$ cat src/nbc_pkg.sv
// Shared types and constants for the Moore neighbour counter.
`timescale 1ns / 1ps

package nbc_pkg;

   localparam int SIZE_W       = 6;
   localparam int COUNT_W      = 4;
   localparam int RESET_SIZE   = 3;
   localparam int RESULT_LIMIT = 64;
   // Side length at which one frame-end step would exceed the result limit.
   localparam int HOLD_SIZE    = RESULT_LIMIT - 1;

   typedef struct packed {
      logic [COUNT_W-1:0] count;
      logic               last;
   } result_type;

endpackage

$ cat src/nbc_cell.sv
// One storage cell of a variable-length cell delay line.
`timescale 1ns / 1ps

module nbc_cell (
   input  logic clock,
   input  logic shift_en,
   input  logic inject,
   input  logic inject_bit,
   input  logic prev_bit,
   output logic bit_out
);

   logic bit_ff;
   logic bit_in;

   // Load the line input at the entry cell, otherwise take the neighbor's bit.
   assign bit_in = inject ? inject_bit : prev_bit;

   always_ff @(posedge clock) begin
      if (shift_en) begin
         bit_ff <= bit_in;
      end
   end

   assign bit_out = bit_ff;

endmodule

$ cat src/nbc_line.sv
// Row delay line: a chain of cells whose entry point sets the delay to one grid row.
`timescale 1ns / 1ps

module nbc_line #(
   parameter int DEPTH = 63,
   parameter int LEN_W = $clog2(DEPTH + 1)
) (
   input  logic             clock,
   input  logic             shift_en,
   input  logic [LEN_W-1:0] length,
   input  logic             din,
   output logic             dout
);

   logic [DEPTH-1:0] tap;
   logic [LEN_W-1:0] inject_pos;

   // Enter at cell DEPTH-length so that a bit reaches the far end after length beats.
   assign inject_pos = LEN_W'(DEPTH) - length;

   for (genvar i = 0; i < DEPTH; i++) begin : g_cell
      if (i == 0) begin : g_head
         nbc_cell u_cell (
            .clock      (clock),
            .shift_en   (shift_en),
            .inject     (inject_pos == LEN_W'(i)),
            .inject_bit (din),
            .prev_bit   (din),
            .bit_out    (tap[i])
         );
      end else begin : g_body
         nbc_cell u_cell (
            .clock      (clock),
            .shift_en   (shift_en),
            .inject     (inject_pos == LEN_W'(i)),
            .inject_bit (din),
            .prev_bit   (tap[i-1]),
            .bit_out    (tap[i])
         );
      end
   end

   assign dout = tap[DEPTH-1];

endmodule

$ cat src/nbc_out_buf.sv
// Two-entry result buffer between the counter and the result channel.
`timescale 1ns / 1ps

module nbc_out_buf (
   input  logic                clock,
   input  logic                reset,
   input  logic                push,
   input  nbc_pkg::result_type push_data,
   input  logic                pop_ready,
   output logic                out_valid,
   output nbc_pkg::result_type out_data,
   output logic                full
);
   import nbc_pkg::*;

   logic [1:0] fill_ff;
   logic [1:0] fill_in;
   result_type head_ff;
   result_type head_in;
   result_type tail_ff;
   result_type tail_in;
   logic       pop;

   assign out_valid = (fill_ff != 2'd0);
   assign out_data  = head_ff;
   assign full      = (fill_ff == 2'd2);
   assign pop       = out_valid && pop_ready;

   always_comb begin
      head_in = head_ff;
      tail_in = tail_ff;
      fill_in = fill_ff;
      case ({push, pop})
         2'b10: begin
            if (fill_ff == 2'd0) begin
               head_in = push_data;
            end else begin
               tail_in = push_data;
            end
            fill_in = fill_ff + 2'd1;
         end
         2'b01: begin
            head_in = tail_ff;
            fill_in = fill_ff - 2'd1;
         end
         2'b11: begin
            if (fill_ff == 2'd1) begin
               head_in = push_data;
            end else begin
               head_in = tail_ff;
               tail_in = push_data;
            end
         end
         default: begin
         end
      endcase
   end

   always_ff @(posedge clock) begin
      if (reset) begin
         fill_ff <= 2'd0;
      end else begin
         fill_ff <= fill_in;
      end
   end

   always_ff @(posedge clock) begin
      head_ff <= head_in;
      tail_ff <= tail_in;
   end

endmodule

$ cat src/moore_neighbour_count.sv
// Top level of the Moore neighbour counter.
`timescale 1ns / 1ps
//
// Cells of a square n x n grid arrive on the req_ channel in raster order, one
// bit per beat. For each cell the rsp_ channel returns the number of live cells
// among its eight neighbours (outside the grid counts as dead), in raster order;
// rsp_frame_last marks the frame's final cell. csr_wr_en writes the side length
// (0 acts as 1) and restarts the frame; write it only while the block is idle.
// Two row delay lines of cells plus six window flops form the 3x3 window.
// Throughput: one cell per clock within a frame. The count for a cell is ready
// once the cell one row and one column beyond it arrives; it lands in the
// output buffer at the end of that beat. After the last cell of a frame the
// window is drained by n+1 internal steps, one per clock, with req_ready low.
// At side 63 the frame's final result is kept back and delivered when the
// first cell of the next frame is accepted. Reset sets the side length to 3,
// restarts the frame and empties the buffer. The two-entry output buffer lets
// input flow while one result waits; when the receiver stalls and the buffer
// fills, req_ready drops and the drain pauses.

module moore_neighbour_count #(
   parameter int MAX_SIZE = 63
) (
   input  logic                        clock,
   input  logic                        reset,
   input  logic                        csr_wr_en,
   input  logic [nbc_pkg::SIZE_W-1:0]  csr_wr_data,
   input  logic                        req_valid,
   output logic                        req_ready,
   input  logic                        req_cell_alive,
   output logic                        rsp_valid,
   input  logic                        rsp_ready,
   output logic [nbc_pkg::COUNT_W-1:0] rsp_neighbour_count,
   output logic                        rsp_frame_last
);
   import nbc_pkg::*;

   localparam int ROW_W = $clog2(MAX_SIZE + 2);
   localparam int LEN_W = $clog2(MAX_SIZE + 1);

   logic [SIZE_W-1:0]  grid_size_ff, grid_size_in;
   logic [SIZE_W-1:0]  col_ff, col_in;
   logic [ROW_W-1:0]   row_ff, row_in;
   logic               flushing_ff, flushing_in;
   logic               held_ff, held_in;
   logic [COUNT_W-1:0] held_count_ff, held_count_in;
   logic               b1_ff, b1_in, b2_ff, b2_in;
   logic               m1_ff, m1_in, m2_ff, m2_in;
   logic               t1_ff, t1_in, t2_ff, t2_in;

   logic [SIZE_W-1:0]  n_eff;
   logic [SIZE_W-1:0]  n_last_col;
   logic [ROW_W-1:0]   n_row;
   logic               x, m0, t0;
   logic               col_zero;
   logic [SIZE_W-1:0]  cj;
   logic [ROW_W-1:0]   rj;
   logic               emit_cond;
   logic               top_ok, bot_ok, left_ok, right_ok;
   logic [7:0]         nb;
   logic [COUNT_W-1:0] live_count;
   logic               real_last, flush_last, hold_last;
   logic               step_go, out_full;
   logic               push;
   result_type         push_data, out_data;

   always_comb begin
      if (grid_size_ff == '0) begin
         n_eff = SIZE_W'(1);
      end else if (grid_size_ff > SIZE_W'(MAX_SIZE)) begin
         n_eff = SIZE_W'(MAX_SIZE);
      end else begin
         n_eff = grid_size_ff;
      end
   end

   assign n_last_col = n_eff - SIZE_W'(1);
   assign n_row      = ROW_W'(n_eff);
   assign hold_last  = (n_eff >= SIZE_W'(HOLD_SIZE));

   // Drain steps push dead cells through the window; masks hide them.
   assign x = flushing_ff ? 1'b0 : req_cell_alive;

   nbc_line #(.DEPTH(MAX_SIZE), .LEN_W(LEN_W)) u_line_mid (
      .clock    (clock),
      .shift_en (step_go),
      .length   (LEN_W'(n_eff)),
      .din      (x),
      .dout     (m0)
   );

   nbc_line #(.DEPTH(MAX_SIZE), .LEN_W(LEN_W)) u_line_top (
      .clock    (clock),
      .shift_en (step_go),
      .length   (LEN_W'(n_eff)),
      .din      (m0),
      .dout     (t0)
   );

   // Center cell sits one row and one column behind the arriving cell.
   assign col_zero  = (col_ff == '0);
   assign cj        = col_zero ? n_last_col : col_ff - SIZE_W'(1);
   assign rj        = col_zero ? row_ff - ROW_W'(2) : row_ff - ROW_W'(1);
   assign emit_cond = (row_ff >= ROW_W'(2)) || ((row_ff == ROW_W'(1)) && !col_zero);

   assign top_ok   = (rj != '0);
   assign bot_ok   = (rj != n_row - ROW_W'(1));
   assign left_ok  = (cj != '0);
   assign right_ok = (cj != n_last_col);

   assign nb = {top_ok & left_ok & t2_ff, top_ok & t1_ff, top_ok & right_ok & t0,
                left_ok & m2_ff, right_ok & m0,
                bot_ok & left_ok & b2_ff, bot_ok & b1_ff, bot_ok & right_ok & x};

   always_comb begin
      live_count = '0;
      for (int i = 0; i < 8; i++) begin
         live_count = live_count + COUNT_W'(nb[i]);
      end
   end

   assign real_last  = !flushing_ff && (row_ff == n_row - ROW_W'(1)) && (col_ff == n_last_col);
   assign flush_last = flushing_ff && (row_ff == n_row + ROW_W'(1));
   assign step_go    = (flushing_ff || req_valid) && !out_full;
   assign req_ready  = !flushing_ff && !out_full;

   always_comb begin
      push      = 1'b0;
      push_data = '{count: live_count, last: flush_last};
      if (step_go) begin
         if (!flushing_ff && held_ff) begin
            push      = 1'b1;
            push_data = '{count: held_count_ff, last: 1'b1};
         end else if (emit_cond && !(flush_last && hold_last)) begin
            push = 1'b1;
         end
      end
   end

   always_comb begin
      grid_size_in  = grid_size_ff;
      col_in        = col_ff;
      row_in        = row_ff;
      flushing_in   = flushing_ff;
      held_in       = held_ff;
      held_count_in = held_count_ff;
      if (csr_wr_en) begin
         grid_size_in = csr_wr_data;
         col_in       = '0;
         row_in       = '0;
         flushing_in  = 1'b0;
      end else if (step_go) begin
         if (flush_last) begin
            col_in      = '0;
            row_in      = '0;
            flushing_in = 1'b0;
         end else begin
            if (col_ff == n_last_col) begin
               col_in = '0;
               row_in = row_ff + ROW_W'(1);
            end else begin
               col_in = col_ff + SIZE_W'(1);
            end
            flushing_in = flushing_ff | real_last;
         end
      end
      if (step_go) begin
         if (flush_last && hold_last) begin
            held_in       = 1'b1;
            held_count_in = live_count;
         end else if (!flushing_ff) begin
            held_in = 1'b0;
         end
      end
   end

   // Advance the window flops with the delay lines.
   always_comb begin
      b1_in = b1_ff;
      b2_in = b2_ff;
      m1_in = m1_ff;
      m2_in = m2_ff;
      t1_in = t1_ff;
      t2_in = t2_ff;
      if (step_go) begin
         b1_in = x;
         b2_in = b1_ff;
         m1_in = m0;
         m2_in = m1_ff;
         t1_in = t0;
         t2_in = t1_ff;
      end
   end

   always_ff @(posedge clock) begin
      if (reset) begin
         grid_size_ff <= SIZE_W'(RESET_SIZE);
         col_ff       <= '0;
         row_ff       <= '0;
         flushing_ff  <= 1'b0;
         held_ff      <= 1'b0;
      end else begin
         grid_size_ff <= grid_size_in;
         col_ff       <= col_in;
         row_ff       <= row_in;
         flushing_ff  <= flushing_in;
         held_ff      <= held_in;
      end
   end

   always_ff @(posedge clock) begin
      held_count_ff <= held_count_in;
      b1_ff         <= b1_in;
      b2_ff         <= b2_in;
      m1_ff         <= m1_in;
      m2_ff         <= m2_in;
      t1_ff         <= t1_in;
      t2_ff         <= t2_in;
   end

   nbc_out_buf u_out_buf (
      .clock     (clock),
      .reset     (reset),
      .push      (push),
      .push_data (push_data),
      .pop_ready (rsp_ready),
      .out_valid (rsp_valid),
      .out_data  (out_data),
      .full      (out_full)
   );

   assign rsp_neighbour_count = out_data.count;
   assign rsp_frame_last      = out_data.last;

   a_no_push_full: assert property (@(posedge clock) disable iff (reset)
      push |-> !out_full)
      else $error("result pushed into a full buffer");

   a_held_not_draining: assert property (@(posedge clock) disable iff (reset)
      !(held_ff && flushing_ff))
      else $error("held result while draining a frame");

   a_held_from_frame_end: assert property (@(posedge clock) disable iff (reset)
      $rose(held_ff) |-> $past(step_go && flush_last))
      else $error("held result set outside the frame end");

   a_col_in_range: assert property (@(posedge clock) disable iff (reset)
      col_ff < n_eff)
      else $error("column counter beyond the side length");

endmodule
$ cat config.mk
export PLATFORM = sky130hd
export DESIGN_NAME = moore_neighbour_count
export DESIGN_NICKNAME = d
export VERILOG_FILES = /design/src/nbc_pkg.sv /design/src/nbc_cell.sv /design/src/nbc_line.sv /design/src/nbc_out_buf.sv /design/src/moore_neighbour_count.sv
export SDC_FILE = /design/constraint.sdc
export NUM_CORES = 1
export LEC_CHECK = 0
export BUFFER_PORTS_ARGS = -buffer_cell sky130_fd_sc_hd__buf_4
export CELL_PAD_IN_SITES_DETAIL_PLACEMENT = 1
export CELL_PAD_IN_SITES_GLOBAL_PLACEMENT = 1
export CORE_UTILIZATION = 52
export DETAILED_ROUTE_END_ITERATION = 16
export PLACE_DENSITY = 0.82
export SYNTH_ARGS = -nofsm -noshare
export SYNTH_HDL_FRONTEND = slang
export SYNTH_HIERARCHICAL = 1
export SYNTH_SLANG_ARGS = --single-unit
$ cat constraint.sdc
create_clock -name clock -period 7.6 [get_ports clock]
set_input_delay 0.76 -clock clock [delete_from_list [all_inputs] [get_ports clock]]
set_output_delay 0.76 -clock clock [all_outputs]
set_load 0.02 [all_outputs]
After elaboration in Yosys (flattened, before gate mapping). Index checks and enable logic that the tools add are counted.

Muxes and demuxes: 148. Add/sub/neg operators: 18. Reduce and logical (&&, ||, !) cells: 32. Bitwise gates (word level): 13. Magnitude comparators: 3. Equality and inequality tests: 77.

Operators with widths (number): 6-bit equality test, second input constant (31); 1-bit 2-to-1 mux (131); 6-bit by 5-bit equality test with 1-bit output, second input constant (16); 6-bit by 4-bit equality test with 1-bit output, second input constant (8); 5-bit 2-to-1 mux (6); 6-bit 2-to-1 mux (5); 6-bit by 3-bit equality test with 1-bit output, second input constant (4); 7-bit 2-to-1 mux (3); 4-bit by 1-bit adder with 4-bit output (4); 5-bit case mux with 3 select lines (1); 7-bit equality test (2); 1-bit AND (12); 6-bit by 2-bit equality test with 1-bit output, second input constant (2); 6-bit logical NOT (2); 6-bit by 1-bit subtractor with 6-bit output, second input constant (2); 1-bit logical AND (10); 5-bit case mux with 2 select lines (1); 2-bit AND reduction (4); 2-bit nonzero test (4); 6-bit by 1-bit adder with 7-bit output, second input constant (1); 7-bit by 1-bit adder with 7-bit output, second input constant (1); 7-bit by 1-bit equality test with 1-bit output, second input constant (1); 7-bit by 2-bit greater-or-equal comparator with 1-bit output, second input constant (1); 7-bit != test (1); other kinds (29) (38).

Flip-flop bits (word level): 167. Word-level logic and storage cells: 432. Input port bits: 12.

Depth between registers and ports, before layout. Gate-level depths: netlist (run 1).

Depth after elaboration: 19. Depth in mapped cells: 22. Depth with buffers taken out: 21.

Modules after synthesis. The synthesis (run 1) kept the hierarchy.

Modules (own cells, without submodules): nbc_cell (times used 126, cells an instance 2, seq. area each 30.0 sq um, area an instance 45.0 sq um); moore_neighbour_count (times used 1, cells an instance 337, seq. area each 720.7 sq um, area an instance 2777.7 sq um); nbc_line (times used 2, cells an instance 94, seq. area each 0.0 sq um, area an instance 466.7 sq um); nbc_out_buf (times used 1, cells an instance 60, seq. area each 340.3 sq um, area an instance 685.7 sq um).

Least setup slack after synthesis (run 1). Ideal clock, no wire load.

Path kind: input to register. From: input port req_cell_alive. To: register u_out_buf.head_ff (netlist bit u_out_buf/out_data[3]), data pin. Cell stages on the path: 14. Setup slack: 1028 ps. Buffers on the path: 0. Arrival: 6316 ps. Cell sequence: nor2b_1 o211ai_1 fa_1 fa_1 inv_1 fa_1 ha_1 inv_1 fa_1 xnor2_1 mux2_1 mux2_4 nand2_1 nand2_1.

RTL lines: start, declared (line moore_neighbour_count.sv:29) `input logic req_cell_alive,`; end signal, assigned (line nbc_out_buf.sv:68) `head_ff <= head_in;`; end, declared (line nbc_out_buf.sv:18) `result_type head_ff;`.

==> results.md, run 1 <==
- CTS Root Cell: clkbuf_16
- Setup violators final: 0
- Vias in the first global route: 6,980
- Final WL: 24,300 um
- Asr flop ratio synth: 0
- Total placed cells including tap cells: 1,071
- Antenna-violating nets left: 0
- Post-route minimum period: 6.61 ns
- Initial antenna violation count: 0
- Hold Path Cell Cnt: 0
- Hold endpoint: m2_ff$_DFFE_PP_
- Die area: 0.0199 mm^2
- Leak: 4.03 nW
- Hpwl dp: 14,700 um
- Actual slew at the worst max-slew pin: 0.955 ns
- Crit-path max FO: 15
- Area share of the largest cell type after synthesis: 0.435
- ANT cells: 0
- Crit share post-route: 0.870
- Post-route cell area: 0.0110 mm^2
- Clock transition at path regs: 0.07 ns
- Starting density of the core: 0.535
- Top-count cell post-synth: nor2_1
- CP max stage cell: dfxtp_1
- Port bufs: 18
- Vias post-DR: 6,624
- Routed vias/inst: 6.01
- Clk sinks: 169
- Final hold violations: 0
- Mux cell area share after synthesis: 0.209
- Worst EP arrival: 6.80 ns
- Remaining DRCs: 0
- CTS-repair resized insts: 0
- I/O Pins: 19
- Worst clock skew: 0.0116 ns
- Bufs and invs on worst path: 2
- Final non-filler cell total: 1,103
- Max-slew violation count: 0
- VDD IR max: 0.000167 V
- Worst R2R Start: grid_size_ff[1]$_SDFFE_PP1P_
- Synth warn: 6
- Post-Syn Area: 0.0101 mm^2
- Min-Delay Startpoint: m1_ff$_DFFE_PP_
- Sequential share of the synthesized area: 0.481
- Area leader, netlist: edfxtp_1
- First-pass GRT wire length: 39,100 um
- Core area: 0.0188 mm^2
- RSZ-0062 raised after global routing: false
- Num CTS Buffers: 17
- GR Overflow Total: 0
- Max Clock Freq: 151 MHz
- Worst setup EP type: flop
- GRT Total Usage: 0.256
- Number of synthesized flops with an enable pin: 146
- Reg2Reg Capture Point: u_out_buf/out_data[3]$_DFFE_PP_
- Cell breakdown of the critical path: nor4_2 -> a21oi_1 -> ha_1 -> nor3b_1 -> xor2_1 -> xnor2_1 -> xnor2_1 -> or3_1 -> o211ai_1 -> fa_1 -> fa_1 -> inv_1 -> fa_1 -> ha_1 -> inv_1 -> fa_1 -> xnor2_1 -> mux2_1 -> mux2_4 -> nand2_1 -> nand2_1
- Layout Area Growth over Synthesis: 8.91%
- R2R Setup Slk: 0.99 ns
- Worst EP required: 7.79 ns
- Setup ws final: 0.989 ns
- Power Dens Cells: 226 mW/mm^2
- Internal: 1.83 mW
- Clock power frac: 0.361
- Synth Net Count: 874
- Cells after synthesis: 837
- Clk_lat worst skew: 0.43 ns
- CP Launch Type: flop
- Die X: 141 um
- Final GP Congestion: 0.907
- Status: complete, no violations
- Die height: 141 um
- MaxCap Viol Count: 0
- Clk buf depth: 2
- Post-CTS setup buffer count: 0
- Gate power share: 0.166
- Most frequent CP cell: fa_1
- Post-Place Cell Area: 0.0104 mm^2
- Sequential Power Share: 0.473
- Share of cells above drive strength 1: 0.238
- Tot Pwr: 2.48 mW
- Synth unique cells: 72
- CTS H-Tree Depth: 4
- Worst slew margin: 0.363
- Setup TNS: 0 ns
- Rows: 50
- Post-Synth Adder-Cell Area: 0.0340
- Simple-gate area share of the yosys netlist: 0.160
- Switch share: 0.260
- Initial drt markers: 429
- Slowest stage delay, CP: 0.60 ns
- CTS tree: yes
- Wire per inst: 22.0 um
- Largest family of logic cells by synthesized area: multiplexers
- Main flop type after synthesis: edfxtp_1
- Flops & latches, synth: 169
- Hold Crit Class: flop to flop
- # hold bufs at CTS: 0
- Largest net degree at the start of global routing: 74
- Delay-heaviest family, CP: adder cells
- Reg2Reg Depth: 21
- Switching power: 0.644 mW
- Complex-gate fraction of the synthesized area: 0.0527
- Total Nets Final: 867
- XOR/XNOR share of the synthesized area: 0.0316
- Crit path kind: flop to flop
- Top post-synthesis cells by count: nor2_1 (148), edfxtp_1 (146), mux2_4 (131)
- Synth area leaders: edfxtp_1 (44%), mux2_4 (20%), nor2_1 (5.5%)
- Avg Inst Size Synth: 12.0 um^2
- Fillers: 1,867
- TritonRoute pass-1 iters: 5
- DP Worst Slack: 1.06 ns
-- logic make-up (layout without fill, tap and decap cells) --
group	after synthesis	count (layout)
multiplexers	144	144
adder cells (fa/ha/maj)	25	25
flip-flops	169	169
buffers and inverters	79	85
AND/OR/NAND/NOR	310	310
AO/OA/AOI/OAI	77	77
XOR/XNOR	33	33
-- metal layers --
| layer | wire length [um] | GRT usage | share of wire |
|---|---|---|---|
| met1 | 10600 | 0.332 | 0.44 |
| met2 | 12400 | 0.435 | 0.51 |
| met3 | 754 | 0.0377 | 0.031 |
| met4 | 521 | 0.0910 | 0.021 |
| met5 | 0 | 0 | 0 |
-- how the worst max path moves through the flow --
stage / startpoint / endpoint / slack (ns) / cells past startpoint
2_1_floorplan: req_cell_alive / u_out_buf/out_data[3]$_DFFE_PP_ / 1.03 / 14
3_3_place_gp: grid_size_ff[1]$_SDFFE_PP1P_ / u_out_buf/out_data[3]$_DFFE_PP_ / 1.39 / 21
3_5_place_dp: grid_size_ff[1]$_SDFFE_PP1P_ / u_out_buf/out_data[3]$_DFFE_PP_ / 1.06 / 21
4_1_cts: grid_size_ff[1]$_SDFFE_PP1P_ / u_out_buf/out_data[3]$_DFFE_PP_ / 1.01 / 21
5_1_grt: grid_size_ff[1]$_SDFFE_PP1P_ / u_out_buf/out_data[3]$_DFFE_PP_ / 0.64 / 21
6_report: grid_size_ff[1]$_SDFFE_PP1P_ / u_out_buf/out_data[3]$_DFFE_PP_ / 0.99 / 21
-- state kept, by name, indices dropped and copies added, names as in the netlist, 2 cells and up --
name,count
u_line_top/g_cell.g_body.u_cell/bit_out,62
u_line_mid/g_cell.g_body.u_cell/bit_out,62
row_ff,7
held_count_ff,4
u_out_buf/out_data,5
u_out_buf/fill_ff,2
grid_size_ff,6
col_ff,6
u_out_buf/tail_ff,5
-- final cells by class --
cell class,instances,area (um^2),share of cell area
clock inverter,13,153,0.0139
tap,260,325,0.0297
clock buffer,19,433,0.0395
timing repair buffer,26,195,0.0178
sequential,169,4840,0.442
inverter,27,104,0.00947
multi-input combinational,589,4910,0.448
-- layout by cell type, fill, tap and decap left out, types with 9 or more instances in the layout --
cell type and n:
nor2_1 148, edfxtp_1 146, mux2_4 131, nand2_1 38, buf_4 26, inv_1 24
xnor2_1 23, dfxtp_1 23, ha_1 21, nand3_1 20, a21oi_1 19, clkbuf_16 17
nand4bb_1 13, nand4_1 13, mux2i_1 10, nand4b_1 10, o211ai_1 9
-- metrics by stage --
| step | hold WS [ns] | util |
|---|---|---|
| after CTS | 0.452 | 0.583 |
| after floorplan | 0.400 | - |
| after detailed placement | 0.437 | 0.551 |
| after global routing | 0.455 | 0.583 |
| final | 0.445 | 0.583 |
| after global placement | 0.403 | 0.551 |
-- power by group through the flow --
stage / sequential [mW] / combinational [mW] / clock, mW
final: 1.17 / 0.412 / 0.895
after global routing: 1.18 / 0.443 / 0.937
after CTS: 1.17 / 0.412 / 0.907
after detailed placement: 1.19 / 0.404 / 0
after global placement: 1.18 / 0.381 / 0
after floorplan: 1.18 / 0.298 / 0
Note: power is estimated with default switching activity, not from simulation.
==> inputs of run 2 (changes only) <==
--- a/config.mk
+++ b/config.mk
@@ -8,10 +8,9 @@
 export BUFFER_PORTS_ARGS = -buffer_cell sky130_fd_sc_hd__buf_4
 export CELL_PAD_IN_SITES_DETAIL_PLACEMENT = 1
 export CELL_PAD_IN_SITES_GLOBAL_PLACEMENT = 1
-export CORE_UTILIZATION = 52
+export CORE_UTILIZATION = 51
 export DETAILED_ROUTE_END_ITERATION = 16
-export PLACE_DENSITY = 0.82
+export PLACE_DENSITY = 0.81
 export SYNTH_ARGS = -nofsm -noshare
 export SYNTH_HDL_FRONTEND = slang
-export SYNTH_HIERARCHICAL = 1
 export SYNTH_SLANG_ARGS = --single-unit
==> run 2 against run 1 <==
  * Utilization fell by 1.5 points
  * Design area down 11%
  * Cell count is 8.3% lower
  * Critical endpoint is now u_out_buf.out_data[3]$_DFFE_PP_
  * Largest power group unchanged
  * Highest routed layer unchanged
==> results.md, run 2 <==
- Post-CTS setup buffer count: 0
- Setup TNS: 0 ns
- Main flop type after synthesis: edfxtp_1
- Cells after synthesis: 781
- Synth warn: 0
- Clk_lat worst skew: 0.44 ns
- Avg Inst Size Synth: 11.4 um^2
- Crit-path max FO: 21
- Initial drt markers: 352
- Antenna-violating nets left: 0
- CTS Root Cell: clkbuf_16
- Clk buf depth: 2
- Synth area leaders: edfxtp_1 (48%), mux2_2 (13%), dfxtp_1 (5.2%)
- Most frequent CP cell: fa_1
- Hold Crit Class: flop to flop
- I/O Pins: 19
- Final non-filler cell total: 1,011
- First-pass GRT wire length: 35,400 um
- Max Clock Freq: 160 MHz
- Wire per inst: 22.1 um
- Final hold violations: 0
- MaxCap Viol Count: 0
- Area leader, netlist: edfxtp_1
- Setup violators final: 0
- Slowest stage delay, CP: 0.62 ns
- Asr flop ratio synth: 0
- Clock transition at path regs: 0.07 ns
- Max-slew violation count: 0
- ANT cells: 0
- Core area: 0.0172 mm^2
- Sequential share of the synthesized area: 0.535
- Crit share post-route: 0.824
- CTS H-Tree Depth: 4
- Tot Pwr: 2.46 mW
- Initial antenna violation count: 0
- Power Dens Cells: 252 mW/mm^2
- Largest net degree at the start of global routing: 95
- CTS-repair resized insts: 0
- Starting density of the core: 0.520
- CP max stage cell: or4_4
- Worst EP arrival: 6.46 ns
- Crit path kind: flop to flop
- Area share of the largest cell type after synthesis: 0.484
- Number of synthesized flops with an enable pin: 144
- Synth Net Count: 819
- Vias in the first global route: 6,221
- Port bufs: 18
- Share of cells above drive strength 1: 0.225
- Total placed cells including tap cells: 979
- Cell breakdown of the critical path: or4_4 -> o21ai_2 -> ha_1 -> xnor2_1 -> a21oi_1 -> a221oi_1 -> or4_1 -> nor4_2 -> nor3b_1 -> fa_1 -> inv_1 -> fa_1 -> inv_1 -> fa_1 -> ha_1 -> fa_1 -> xor2_1 -> mux2_2 -> a22o_1
- CTS tree: yes
- Bufs and invs on worst path: 2
- # hold bufs at CTS: 0
- Clk sinks: 167
- Rows: 48
- Worst clock skew: 0.0100 ns
- Top post-synthesis cells by count: edfxtp_1 (144), mux2_2 (102), nand2_1 (83)
- Worst slew margin: 0.237
- CP Launch Type: flop
- Total Nets Final: 811
- Worst EP required: 7.80 ns
- Synth unique cells: 65
- RSZ-0062 raised after global routing: false
- Num CTS Buffers: 17
- Flops & latches, synth: 167
- GR Overflow Total: 0
- Post-Syn Area: 0.00894 mm^2
- Worst setup EP type: flop
- Post-route minimum period: 6.26 ns
- Die height: 134 um
- Commonest non-fill, non-tap cell in the layout: edfxtp_1
- GRT Total Usage: 0.262
- Most frequent cells in the layout: edfxtp_1 (144), mux2_2 (102), nand2_1 (83)
- Top-count cell post-synth: edfxtp_1
- Die X: 134 um
- Leak: 3.40 nW
- Final WL: 22,300 um
- Die area: 0.0181 mm^2
- TritonRoute pass-1 iters: 5
- Layout Area Growth over Synthesis: 9.06%
- Hpwl dp: 15,000 um
- Final GP Congestion: 0.863
- Status: complete, no violations
- VDD IR max: 0.000180 V
- Fillers: 1,771
- Vias post-DR: 6,071
- Routed vias/inst: 6.00
- Actual slew at the worst max-slew pin: 1.14 ns
- Delay-heaviest family, CP: adder cells
- Remaining DRCs: 0
run 2: cell types whose count changed in the layout (fill, tap and decap cells not counted), moves of 13 or more:
cell       change
nand4bb_1     -13
mux2_2       +102
nor2_1        -80
mux2_4       -131
nand2_1       +45
o21ai_0       +32
run 2: where the power goes:
part	internal (mW)	switching (mW)	total, mW	leakage, nW
Clock	0.459	0.392	0.852	0.278
Sequential	1.16	0.0466	1.21	1.58
Combinational	0.160	0.239	0.399	1.55
Total	1.78	0.678	2.46	3.40
run 2: cell families (layout without fill, tap and decap cells):
kind of cell | after synthesis | after routing | share of synthesized area
AO/OA/AOI/OAI | 112 | 112 | 0.0802
XOR/XNOR | 35 | 35 | 0.0351
adder cells (fa/ha/maj) | 26 | 26 | 0.0397
buffers and inverters | 77 | 82 | 0.0357
flip-flops | 167 | 167 | 0.535
multiplexers | 107 | 107 | 0.134
AND/OR/NAND/NOR | 257 | 257 | 0.140
run 2: worst paths after layout:
| path | end | depth (start not counted) | startpoint | slack, ns |
|---|---|---|---|---|
| max | u_out_buf.out_data[3]$_DFFE_PP_ | 19 | grid_size_ff[2]$_SDFFE_PP0P_ | 1.34 |
| min | m2_ff$_DFFE_PP_ | 0 | u_line_top.g_cell[0].g_head.u_cell.bit_out$_DFFE_PP_ | 0.46 |
| max reg2reg | u_out_buf.out_data[3]$_DFFE_PP_ | 19 | grid_size_ff[2]$_SDFFE_PP0P_ | 1.34 |
| min reg2reg | m2_ff$_DFFE_PP_ | 0 | u_line_top.g_cell[0].g_head.u_cell.bit_out$_DFFE_PP_ | 0.46 |
run 2: per-stage QoR:
| stage | utilization | area (um^2) | setup slack (ns) | hold slack, ns |
|---|---|---|---|---|
| 3_5_place_dp | 0.534 | 9180 | 1.29 | 0.446 |
| 3_3_place_gp | 0.534 | 9180 | 1.50 | 0.432 |
| 4_1_cts | 0.568 | 9750 | 1.30 | 0.469 |
| 2_1_floorplan | - | 8940 | 1.26 | 0.422 |
| 5_1_grt | 0.568 | 9750 | 0.957 | 0.474 |
| 6_report | 0.568 | 9750 | 1.34 | 0.464 |
run 2: final cells by class:
type / count / area (um^2) / area share
clock inverter: 15 / 149 / 0.0153
clock buffer: 17 / 425 / 0.0436
tap: 225 / 282 / 0.0289
inverter: 28 / 108 / 0.0110
sequential: 167 / 4780 / 0.491
multi-input combinational: 537 / 3840 / 0.393
timing repair buffer: 22 / 165 / 0.0169
run 2: layer usage:
metal  vias up  share of wire  GRT usage
met5         -              0          0
met4         0          0.025      0.105
met2       144           0.50      0.439
li1       2804              -          -
met3        37          0.035     0.0344
met1      3086           0.44      0.345
